`config.mk`:
```
export PLATFORM = sky130hd
export DESIGN_NAME = life_generation_row_stream_flat
export DESIGN_NICKNAME = d
export VERILOG_FILES = /design/src/rtl/lgrs_pkg.sv /design/src/rtl/lgrs_row_if.sv /design/src/rtl/lgrs_result_if.sv /design/src/rtl/lgrs_row_eval.sv /design/src/rtl/lgrs_out_fifo.sv /design/src/rtl/life_generation_row_stream.sv /design/src/flat_wrapper.sv
export SDC_FILE = /design/constraint.sdc
export NUM_CORES = 2
export LEC_CHECK = 0
export BUFFER_PORTS_ARGS = -buffer_cell sky130_fd_sc_hd__buf_2
export CORE_AREA = 2 2 383 385
export CTS_BUF_LIST = sky130_fd_sc_hd__clkbuf_2
export DETAILED_ROUTE_END_ITERATION = 12
export DIE_AREA = 0 0 385 387
export PLACE_DENSITY = 0.55
export SETUP_SLACK_MARGIN = 0.1
export SYNTH_ARGS = -nofsm -noshare
export SYNTH_HDL_FRONTEND = slang
export SYNTH_SLANG_ARGS = --single-unit
```
`constraint.sdc`:
```
create_clock -name i_clk -period 20.3 [get_ports i_clk]
set_input_delay 4.06 -clock i_clk [delete_from_list [all_inputs] [get_ports i_clk]]
set_output_delay 4.06 -clock i_clk [all_outputs]
set_load 0.02 [all_outputs]
```
`src/rtl/lgrs_pkg.sv`:
```
`timescale 1ns / 1ps
`default_nettype none

package lgrs_pkg;

    localparam int C_ROW_W    = 64;
    localparam int C_IDX_W    = 6;
    localparam int C_SIZE_W   = 7;
    localparam int C_MAX_SIDE = 64;

    typedef logic [C_ROW_W-1:0]  t_row;
    typedef logic [C_IDX_W-1:0]  t_index;
    typedef logic [C_SIZE_W-1:0] t_size;

    typedef struct packed {
        t_row   next_row;
        t_index row_index;
        logic   frame_end;
    } t_result;

    // A written size of zero acts as one; anything above the maximum saturates.
    function automatic t_size clamp_size(input t_size value);
        t_size size;
        size = value;
        if (size == '0) begin
            size = t_size'(1);
        end
        if (size > t_size'(C_MAX_SIDE)) begin
            size = t_size'(C_MAX_SIDE);
        end
        return size;
    endfunction

    // Bit x is set when column x lies inside the board.
    function automatic t_row side_mask(input t_size size);
        t_row mask;
        for (int x = 0; x < C_ROW_W; x++) begin
            mask[x] = (t_size'(x) < size);
        end
        return mask;
    endfunction

endpackage

`default_nettype wire

```
`src/rtl/lgrs_row_if.sv`:
```
`timescale 1ns / 1ps
`default_nettype none

interface lgrs_row_if;
    import lgrs_pkg::*;

    logic valid;
    logic ready;
    t_row row_cells;

    modport source (output valid, output row_cells, input ready);
    modport sink   (input valid, input row_cells, output ready);
endinterface

`default_nettype wire

```
`src/rtl/lgrs_result_if.sv`:
```
`timescale 1ns / 1ps
`default_nettype none

interface lgrs_result_if;
    import lgrs_pkg::*;

    logic   valid;
    logic   ready;
    t_row   next_row;
    t_index row_index;
    logic   frame_end;

    modport source (output valid, output next_row, output row_index, output frame_end,
                    input ready);
    modport sink   (input valid, input next_row, input row_index, input frame_end,
                    output ready);
endinterface

`default_nettype wire

```
`src/rtl/lgrs_row_eval.sv`:
```
`timescale 1ns / 1ps
`default_nettype none

module lgrs_row_eval
    import lgrs_pkg::*;
(
    input  wire t_row i_above,
    input  wire t_row i_here,
    input  wire t_row i_below,
    input  wire t_row i_mask,
    output t_row      o_next_row
);

    t_row w_a;
    t_row w_h;
    t_row w_b;
    t_row w_next;

    assign w_a = i_above & i_mask;
    assign w_h = i_here  & i_mask;
    assign w_b = i_below & i_mask;

    // Each column counts its eight neighbors on its own; columns off the edge are dead.
    always_comb begin
        logic [3:0] count;
        for (int x = 0; x < C_ROW_W; x++) begin
            count = 4'(w_a[x]) + 4'(w_b[x]);
            if (x > 0) begin
                count = count + 4'(w_a[x-1]) + 4'(w_h[x-1]) + 4'(w_b[x-1]);
            end
            if (x < C_ROW_W - 1) begin
                count = count + 4'(w_a[x+1]) + 4'(w_h[x+1]) + 4'(w_b[x+1]);
            end
            w_next[x] = (count == 4'd3) || (w_h[x] && (count == 4'd2));
        end
    end

    assign o_next_row = w_next & i_mask;

endmodule

`default_nettype wire

```
`src/rtl/lgrs_out_fifo.sv`:
```
`timescale 1ns / 1ps
`default_nettype none

module lgrs_out_fifo
    import lgrs_pkg::*;
#(
    parameter int DEPTH = 8
) (
    input  wire                            i_clk,
    input  wire                            i_rst_n,
    input  wire                            i_push0,
    input  wire t_result                   i_data0,
    input  wire                            i_push1,
    input  wire t_result                   i_data1,
    output logic [$clog2(DEPTH+1)-1:0]     o_count,
    output logic                           o_valid,
    input  wire                            i_ready,
    output t_result                        o_data
);

    localparam int AW = (DEPTH > 1) ? $clog2(DEPTH) : 1;
    localparam int CW = $clog2(DEPTH+1);

    t_result         r_mem [DEPTH];
    logic [AW-1:0]   r_wr_ptr;
    logic [AW-1:0]   r_rd_ptr;
    logic [CW-1:0]   r_count;
    logic [AW-1:0]   w_wr_p1;
    logic [AW-1:0]   w_wr_p2;
    logic [AW-1:0]   w_rd_p1;
    logic            w_pop;
    logic [AW-1:0]   n_wr_ptr;
    logic [CW-1:0]   n_count;

    assign w_wr_p1 = (r_wr_ptr == AW'(DEPTH-1)) ? '0 : r_wr_ptr + AW'(1);
    assign w_wr_p2 = (w_wr_p1  == AW'(DEPTH-1)) ? '0 : w_wr_p1  + AW'(1);
    assign w_rd_p1 = (r_rd_ptr == AW'(DEPTH-1)) ? '0 : r_rd_ptr + AW'(1);
    assign w_pop   = o_valid && i_ready;

    always_comb begin
        n_wr_ptr = r_wr_ptr;
        if (i_push0 && i_push1) begin
            n_wr_ptr = w_wr_p2;
        end else if (i_push0) begin
            n_wr_ptr = w_wr_p1;
        end
        n_count = r_count + CW'(i_push0) + CW'(i_push1) - CW'(w_pop);
    end

    always_ff @(posedge i_clk) begin
        if (i_push0) begin
            r_mem[r_wr_ptr] <= i_data0;
        end
        if (i_push1) begin
            r_mem[w_wr_p1] <= i_data1;
        end
    end

    always_ff @(posedge i_clk) begin
        if (!i_rst_n) begin
            r_wr_ptr <= '0;
            r_rd_ptr <= '0;
            r_count  <= '0;
        end else begin
            r_wr_ptr <= n_wr_ptr;
            r_count  <= n_count;
            if (w_pop) begin
                r_rd_ptr <= w_rd_p1;
            end
        end
    end

    assign o_count = r_count;
    assign o_valid = (r_count != '0);
    assign o_data  = r_mem[r_rd_ptr];

endmodule

`default_nettype wire

```
`src/rtl/life_generation_row_stream.sv`:
```
`timescale 1ns / 1ps
`default_nettype none

// One generation of Life (born on three neighbors, survives on two or three) on a square
// board with a dead border, fed one row at a time from the top. Each row item carries one
// current-generation row; column x is bit x, and columns at or beyond the board size are
// taken as dead. Every row after the first yields the next-generation row above it, and
// the last row of the board also yields its own next row with frame_end set, after which a
// new frame begins. A one-row board yields one result per row. The board size register is
// written through i_cfg_we and i_cfg_wdata while nothing is in flight; a write of zero acts
// as one, values above 64 saturate, and every write restarts the frame. A row item is taken
// every clock cycle while i_row.ready is high: the neighbor counts for all 64 columns are
// evaluated in parallel between the input register and the result queue. The last row of
// a board produces two results, which leave the queue one after the other; i_row.ready
// falls only when the result queue holds more than OUT_DEPTH minus four results, that is
// when the consumer is holding back.
module life_generation_row_stream
    import lgrs_pkg::*;
#(
    parameter int OUT_DEPTH = 8
) (
    input  wire              i_clk,
    input  wire              i_rst_n,
    lgrs_row_if.sink         i_row,
    lgrs_result_if.source    o_res,
    input  wire              i_cfg_we,
    input  wire t_size       i_cfg_wdata
);

    localparam int CW = $clog2(OUT_DEPTH+1);

    // Input register.
    logic          r_in_valid;
    t_row          r_in_row;

    // Frame state: the two rows held back and how many rows of the frame were seen.
    t_row          r_upper;
    t_row          r_middle;
    t_size         r_rows_seen;
    t_size         r_board;
    t_row          r_mask;

    logic          w_first;
    t_row          w_row;
    t_row          n_upper;
    t_row          n_middle;
    t_size         n_rows_seen;
    logic          w_res_a;
    logic          w_res_b;
    t_row          w_next_a;
    t_row          w_next_b;
    t_result       w_item_a;
    t_result       w_item_b;
    logic          w_push0;
    logic          w_push1;
    t_result       w_data0;
    t_result       w_data1;
    logic [CW-1:0] w_count;
    t_result       w_head;
    t_size         w_cfg_size;

    assign i_row.ready = (w_count <= CW'(OUT_DEPTH - 4));

    always_ff @(posedge i_clk) begin
        if (i_row.valid && i_row.ready) begin
            r_in_row <= i_row.row_cells;
        end
    end

    // The row in the input register is combined with the two held rows. The first row of a
    // frame only fills the window; once the count reaches the board size the last row is
    // finished against a dead row below.
    assign w_first = (r_rows_seen == '0);
    assign w_row   = r_in_row & r_mask;

    always_comb begin
        n_upper     = w_first ? '0 : r_middle;
        n_middle    = w_row;
        n_rows_seen = w_first ? t_size'(1) : r_rows_seen + t_size'(1);
    end

    assign w_res_a = r_in_valid && !w_first;
    assign w_res_b = r_in_valid && (n_rows_seen >= r_board);

    lgrs_row_eval u_eval_a (
        .i_above    (r_upper),
        .i_here     (r_middle),
        .i_below    (w_row),
        .i_mask     (r_mask),
        .o_next_row (w_next_a)
    );

    lgrs_row_eval u_eval_b (
        .i_above    (n_upper),
        .i_here     (n_middle),
        .i_below    ('0),
        .i_mask     (r_mask),
        .o_next_row (w_next_b)
    );

    always_comb begin
        w_item_a.next_row  = w_next_a;
        w_item_a.row_index = t_index'(r_rows_seen - t_size'(1));
        w_item_a.frame_end = 1'b0;
        w_item_b.next_row  = w_next_b;
        w_item_b.row_index = t_index'(r_board - t_size'(1));
        w_item_b.frame_end = 1'b1;
    end

    // The row above always leaves before the last row when both appear.
    assign w_push0 = w_res_a || w_res_b;
    assign w_push1 = w_res_a && w_res_b;
    assign w_data0 = w_res_a ? w_item_a : w_item_b;
    assign w_data1 = w_item_b;

    assign w_cfg_size = clamp_size(i_cfg_wdata);

    always_ff @(posedge i_clk) begin
        if (!i_rst_n) begin
            r_in_valid  <= 1'b0;
            r_upper     <= '0;
            r_middle    <= '0;
            r_rows_seen <= '0;
            r_board     <= t_size'(C_MAX_SIDE);
            r_mask      <= side_mask(t_size'(C_MAX_SIDE));
        end else begin
            r_in_valid <= i_row.valid && i_row.ready;
            if (i_cfg_we) begin
                r_board     <= w_cfg_size;
                r_mask      <= side_mask(w_cfg_size);
                r_upper     <= '0;
                r_middle    <= '0;
                r_rows_seen <= '0;
            end else if (r_in_valid) begin
                if (w_res_b) begin
                    r_upper     <= '0;
                    r_middle    <= '0;
                    r_rows_seen <= '0;
                end else begin
                    r_upper     <= n_upper;
                    r_middle    <= n_middle;
                    r_rows_seen <= n_rows_seen;
                end
            end
        end
    end

    lgrs_out_fifo #(
        .DEPTH (OUT_DEPTH)
    ) u_out_fifo (
        .i_clk   (i_clk),
        .i_rst_n (i_rst_n),
        .i_push0 (w_push0),
        .i_data0 (w_data0),
        .i_push1 (w_push1),
        .i_data1 (w_data1),
        .o_count (w_count),
        .o_valid (o_res.valid),
        .i_ready (o_res.ready),
        .o_data  (w_head)
    );

    assign o_res.next_row  = w_head.next_row;
    assign o_res.row_index = w_head.row_index;
    assign o_res.frame_end = w_head.frame_end;

endmodule

`default_nettype wire

```
`src/flat_wrapper.sv`:
```
// flat-port wrapper written by rule: the top's interface ports become plain ports
module life_generation_row_stream_flat import lgrs_pkg::*;
#(
    parameter int OUT_DEPTH = 8
)
  (i_clk, i_rst_n, i_cfg_we, i_cfg_wdata, i_row_valid, i_row_row_cells, i_row_ready, o_res_valid, o_res_next_row, o_res_row_index, o_res_frame_end, o_res_ready);
  lgrs_row_if i_row_i ();
  lgrs_result_if o_res_i ();
  input  wire i_clk;
  input  wire i_rst_n;
  input  wire i_cfg_we;
  input  wire t_size i_cfg_wdata;
  input wire logic [$bits(i_row_i.valid)-1:0] i_row_valid;
  input wire logic [$bits(i_row_i.row_cells)-1:0] i_row_row_cells;
  output wire logic [$bits(i_row_i.ready)-1:0] i_row_ready;
  output wire logic [$bits(o_res_i.valid)-1:0] o_res_valid;
  output wire logic [$bits(o_res_i.next_row)-1:0] o_res_next_row;
  output wire logic [$bits(o_res_i.row_index)-1:0] o_res_row_index;
  output wire logic [$bits(o_res_i.frame_end)-1:0] o_res_frame_end;
  input wire logic [$bits(o_res_i.ready)-1:0] o_res_ready;
  assign i_row_i.valid = i_row_valid;
  assign i_row_i.row_cells = i_row_row_cells;
  assign i_row_ready = i_row_i.ready;
  assign o_res_valid = o_res_i.valid;
  assign o_res_next_row = o_res_i.next_row;
  assign o_res_row_index = o_res_i.row_index;
  assign o_res_frame_end = o_res_i.frame_end;
  assign o_res_i.ready = o_res_ready;
  life_generation_row_stream #(.OUT_DEPTH(OUT_DEPTH)) u_core (.i_clk(i_clk), .i_rst_n(i_rst_n), .i_row(i_row_i), .o_res(o_res_i), .i_cfg_we(i_cfg_we), .i_cfg_wdata(i_cfg_wdata));
endmodule
```
Word-level counts from Yosys, hierarchy flattened --
Memory sizes are Yosys's and may differ from the RTL's. A register that Yosys moved wholly into a read port is not among the register bits. Index checks and enable logic that the tools add are counted.
Word-level totals: memories 1, output and inout bits 73, input bits 76, RAM bits 568, register bits 281, logic and storage cells 1335
Operators by class: equality and inequality tests 259, reduce and logical (&&, ||, !) cells 269, add/subtract/negate cells 702, magnitude comparators 67, bitwise logic cells 8, muxes and demuxes 19
Memory list:
- u_core.u_out_fifo.r_mem | depth 8, width 71, read ports 1, clocked after Yosys merged registers in 1, wr ports 2, RTL line lgrs_out_fifo.sv:24 | t_result r_mem [DEPTH];
Operators by type and width (number):
- adder 4 x 1 -> 4 bit | 315
- == test 4 x 2 -> 1 bit (second input constant) | 254
- adder 3 x 1 -> 4 bit | 126
- AND 64 bit | 7
- adder 2 x 1 -> 3 bit | 127
- adder 1 x 1 -> 2 bit | 127
- < comparator 6 x 7 -> 1 bit (first input constant) | 32
- 2-to-1 mux 64 bit | 3
- logical AND 1 bit | 134
- logical OR 1 bit | 129
- < comparator 5 x 7 -> 1 bit (first input constant) | 16
- 2-to-1 mux 71 bit | 1
- < comparator 4 x 7 -> 1 bit (first input constant) | 8
- < comparator 3 x 7 -> 1 bit (first input constant) | 4
- 2-to-1 mux 7 bit | 4
- 2-to-1 mux 3 bit | 7
- zero test 7 bit | 2
- < comparator 1 x 7 -> 1 bit (first input constant) | 2
- < comparator 2 x 7 -> 1 bit (first input constant) | 2
- subtractor 6 x 1 -> 6 bit (second input constant) | 2
- adder 3 x 1 -> 3 bit (second input constant) | 3
- == test 3 bit (second input constant) | 3
- adder 7 x 1 -> 7 bit (second input constant) | 1
- >= comparator 7 bit | 1
- 10 further kinds | 14

Depth between registers and ports, before layout --
depth after elaboration 14, mapped depth 20, depth with buffers taken out 19

Modules after synthesis --
A second synthesis with hierarchy kept.
Second synthesis, totals: cell total of the unflattened synthesis 4615, area total of the unflattened synthesis 61133.6 um^2
By module, submodules not included:
- lgrs_out_fifo | area an instance 28926.5 um^2, instances 1, seq. area each 17316.6 um^2, cells an instance 1552
- life_generation_row_stream | area an instance 11162.0 um^2, instances 1, seq. area each 6045.8 um^2, cells an instance 1111
- lgrs_row_eval at u_core.u_eval_b | area an instance 10523.8 um^2, instances 1, seq. area each 0.0 um^2, cells an instance 976
- lgrs_row_eval at u_core.u_eval_a | area an instance 10521.3 um^2, instances 1, seq. area each 0.0 um^2, cells an instance 976

Least setup slack after synthesis --
OpenSTA, ideal clock, no wires.
kind register -> register, start point register u_core.r_rows_seen[0], end point memory u_core.u_out_fifo.r_mem[6][10] (netlist name) (enable), cell stages (with the launch flop) 15, period minus slack after synthesis 7.934 ns, path slack 12.366 ns, library setup time 0.595 ns, required time 19.705 ns, arrival time 7.339 ns, path buffers 1, cell sequence dfxtp_1 > inv_1 > ha_1 > nor3b_2 > and2_0 > buf_2 > nor2_1 > ha_1 > a21o_1 > a31oi_1 > o21ai_2 > o21ai_2 > inv_1 > nand2_1 > o21ai_0
RTL lines:
- start: declaration | RTL line life_generation_row_stream.sv:39 | t_size r_rows_seen;
- start signal: assignment | RTL line life_generation_row_stream.sv:142 | r_rows_seen <= n_rows_seen;
- end: declaration | RTL line lgrs_out_fifo.sv:24

==> results <==
- The run finished with clean final reports.
- The highest attainable clock frequency is 0.109 GHz.
- The floorplan step defined a die boundary enclosing 149000 um^2.
- The final number of hold-violating endpoints is 0.
- The max-slew headroom at the worst pin is 0.147.
- The average detailed-routed wire length per instance is 25.1 um.
- IR analysis of the VDD net gives a maximum drop of 0.0704 mV.
- The global-route wire length before repair is 257000 um.
- After clock tree synthesis, the repair step resized 0 gates.
- For this run, the number of Yosys warnings is 0.
- The signal on the critical path passes through buf_4, buf_4, mux4_2, mux2_2, buf_2.
- The smallest clock period supported by the final layout is computed as 9180 ps.
- The category of cells accounting for the largest share of critical-path delay is buffers and inverters.
- 149 I/O pins were placed.
- Buffers inserted to repair hold after CTS numbered 0.
- At the end of the flow, the number of nets in the layout was 5502.
- The power density over the cells is 84.0 nW/um^2.
- The worst hold slack is 496 ps.
- The slowest stage of the critical path is the buf_4 cell.
- The number of global-route vias before repair is 39727.
- The number of buffers added for setup after CTS is 0.
- The largest single stage delay on the critical path is 870 ps.
- The count of unique library cells instantiated by Yosys is 67.
- The number of antenna violations at the first check in global routing was 23.
- The fraction of synthesized area in multiplexers is 0.0761.
- The buffering stage count on the worst path with inverters included is 3.
- The static leakage power is 23.6 nW.
- The post-synthesis async set-or-reset flop share is 0.
- The die is 387 um tall.
- Setup repair after global routing left no endpoint under its margin.
- The fraction of layout cells with a size suffix above 1 is 0.166.
- The congestion estimate from routability-driven global placement came to 0.877.
- The total global routing overflow is 0.
- Of the total synthesized cell area, the portion taken by XOR and XNOR cells is 0.00247.
- The endpoint required time on the critical path is 16240 ps.
- The number of nets handed over by synthesis was 5344.
- The iteration count of the initial detailed-routing pass is 8.
- Along the worst path, the maximum fanout reaches 70.
- The sum of routed wire length over all layers is 173000 um.
- For this run, the total global-route usage over all layers was measured as 0.230.
- The clock skew is 143 ps.
- Row generation in the floorplan step produced 140 rows.
- The clock tree root buffer cell is clkbuf_2.
- The worst hold path belongs to the class reg -> reg.
- The synthesized netlist occupies a cell area of 53200 um^2.
- The synthesized flop and latch total is 851.
- The area growth from synthesis to layout is 8.87%.
- Counting the buffers created by CTS gives 224.
- The average size of a mapped cell is 11.5 um^2.
- The max-capacitance violation count is 0.
- The share of the Yosys chip area taken by registers is 0.438.
- Among all flip-flop cells after synthesis, the most frequent one is edfxtp_1.
- The number of port buffers is 148.
- The vias per cell is 5.71.
- The max-slew violation count is 0.
- The clock passes through at most 3 buffers.
- The share of synthesized cell area in and, or, nand and nor gates is 0.0833.
- TritonCTS built the clock tree.
- The H-tree was split into 4 levels.
- The clock-pin slew reported for the worst setup and hold paths after clock tree synthesis is 130 ps.
- The detailed placement HPWL is 110000 um.
- The share of the synthesized area in compound gates (AO/OA/AOI/OAI) is 0.138.
- The chip width is 385 um.
- The kind of launch point of the worst setup path is a flip-flop.
- The final setup violation count is 0.
- The number of synthesized flops with an enable pin is 624.
- The cell that appears most often on the critical path is buf_4.
- The clock latency at the later pin of the worst-skew pair is 1780 ps.
- Entering global routing, the biggest net connects 140 pins.
- The library cell used most frequently in the layout, excluding fill and tap cells, is edfxtp_1.
- Of the available clock period, the critical path in the final layout requires 0.452.
- After the first detailed-routing iteration, the DRC count stood at 4022.
- Summed over all failing endpoints, the final setup total negative slack is 0 ps.
- At the pin with the least slew margin, the transition time is 1270 ps.
- After synthesis, the largest family of logic cells by area is adder cells.
- The worst setup path is captured at an output pin.
- The detail route stage leaves a number of antenna-violating nets equal to 0.
- The critical path in this run is classified as reg -> out.
- The initial utilization of the core area, before any placement, comes to 0.367.
- The top cell types in the final layout, fill and taps aside, are 624 x edfxtp_1, 546 x o22ai_1, 477 x inv_1, 380 x fa_1, 340 x nand2_1.
- The core region is 145000 um^2.
- The remaining routing DRC violations is 0.
- For this design, the sink count on the clock tree is 851.
- The number of vias in the routed layout is 39249.
- Synthesis handed over a netlist of 4615 instances.
- The arrival time of the worst setup path is 5120 ps.
- Of the total synthesized cell area, the portion taken by full adders, half adders and majority gates is 0.207.
where the power goes:
part,switching (W),internal (W)
combinational,0.00101,0.000626
sequential,0.0000870,0.00191
clock,0.000790,0.000439
total,0.00188,0.00298
stage by stage:
step	instances	area [um^2]	setup slack, ps	power [W]	util
2_1_floorplan	4615	53200	12370	0.00313	-
3_3_place_gp	6464	55900	12930	0.00363	0.386
3_5_place_dp	6464	55900	12920	0.00367	0.386
4_1_cts	6864	57900	10910	0.00491	0.400
5_1_grt	6870	57900	10860	0.00517	0.400
6_report	6873	57900	11120	0.00486	0.400
cells by family after synthesis:
group / Yosys count
compound gates: 1159
simple gates: 972
flops: 851
buf+inv: 747
fa+ha+maj: 653
mux: 218
xor+xnor: 15
layout make-up:
type	count	area (um^2)
inverter	479	1800
sequential	851	23300
fill	14032	87000
antenna	9	22.5
clock buffer	317	1590
multi-input combinational	3017	27200
clock inverter	83	422
timing repair buffer	200	1160
tap	1917	2400
path summary, 6_finish.rpt:
path,startpoint,to,slack [ps],cells after the start
min,u_core.u_out_fifo.r_mem[3][0],u_core.u_out_fifo.r_mem[3][0],500,2
max reg2reg,u_core.r_rows_seen[0],u_core.u_out_fifo.r_mem[5][30],14280,13
min reg2reg,u_core.u_out_fifo.r_mem[3][0],u_core.u_out_fifo.r_mem[3][0],500,2
max,flip-flop,o_res_next_row[15],11120,5
cells in the mapped netlist (5+ instances only):
cell type  count  area [um^2]
buf_1         25         93.8
a21oi_1      222         1110
or2_2          5         31.3
nand3_1      138          691
a211oi_1       7         52.6
a22oi_1       67          503
mux2_2        71          800
and2_1       135          845
inv_1        477         1790
nand3b_1      11         82.6
o22ai_1      546         3420
clkbuf_1     174          653
o2111ai_1     12          105
edfxtp_1     624        18700
nand2b_1      15         93.8
o21ai_1       62          310
nor4_1         5         31.3
nor2_1       258          968
a21oi_2        9         78.8
nor2b_1       17          106
o21a_1         6         45.0
o22ai_2       10          125
xnor2_1       11         96.3
a21boi_0      13         97.6
o211ai_1       6         45.0
nand4_1        5         31.3
buf_2         59          295
ha_1         273         3420
o21ai_0      115          576
fa_1         380         7610
mux4_2       142         3200
a31oi_1        6         37.5
o2111a_1      53          597
nor3_1        10         50.1
nand2_1      352         1320
dfxtp_1      227         4540
a21o_1         6         45.0
buf_4          8         60.1
and3_1         7         43.8
mux2i_1        5         50.1
layer usage:
layer,share of wire,global-route usage,vias to the layer above
met4,0.024,0.0658,22
li1,-,-,17357
met2,0.44,0.348,1876
met3,0.10,0.0631,332
met1,0.43,0.324,19662
met5,0.00085,0,-
worst min-delay path, stage by stage (launching register included):
cell and delay (ps):
dfxtp_1 350, mux2i_1 70, nand2_1 60
sequential cells by signal, indices dropped and copies added, names as in the netlist, named ones only:
signal / count
u_core.u_out_fifo.r_mem: 568
u_core.r_in_row: 64
u_core.r_mask: 64
u_core.r_middle: 64
u_core.r_upper: 64
u_core.r_rows_seen: 7
u_core.r_board: 6
u_core.u_out_fifo.o_count: 4
u_core.u_out_fifo.r_rd_ptr: 3
u_core.u_out_fifo.r_wr_ptr: 3
u_core.r_in_valid: 1
(Power assumes the default switching activity.)
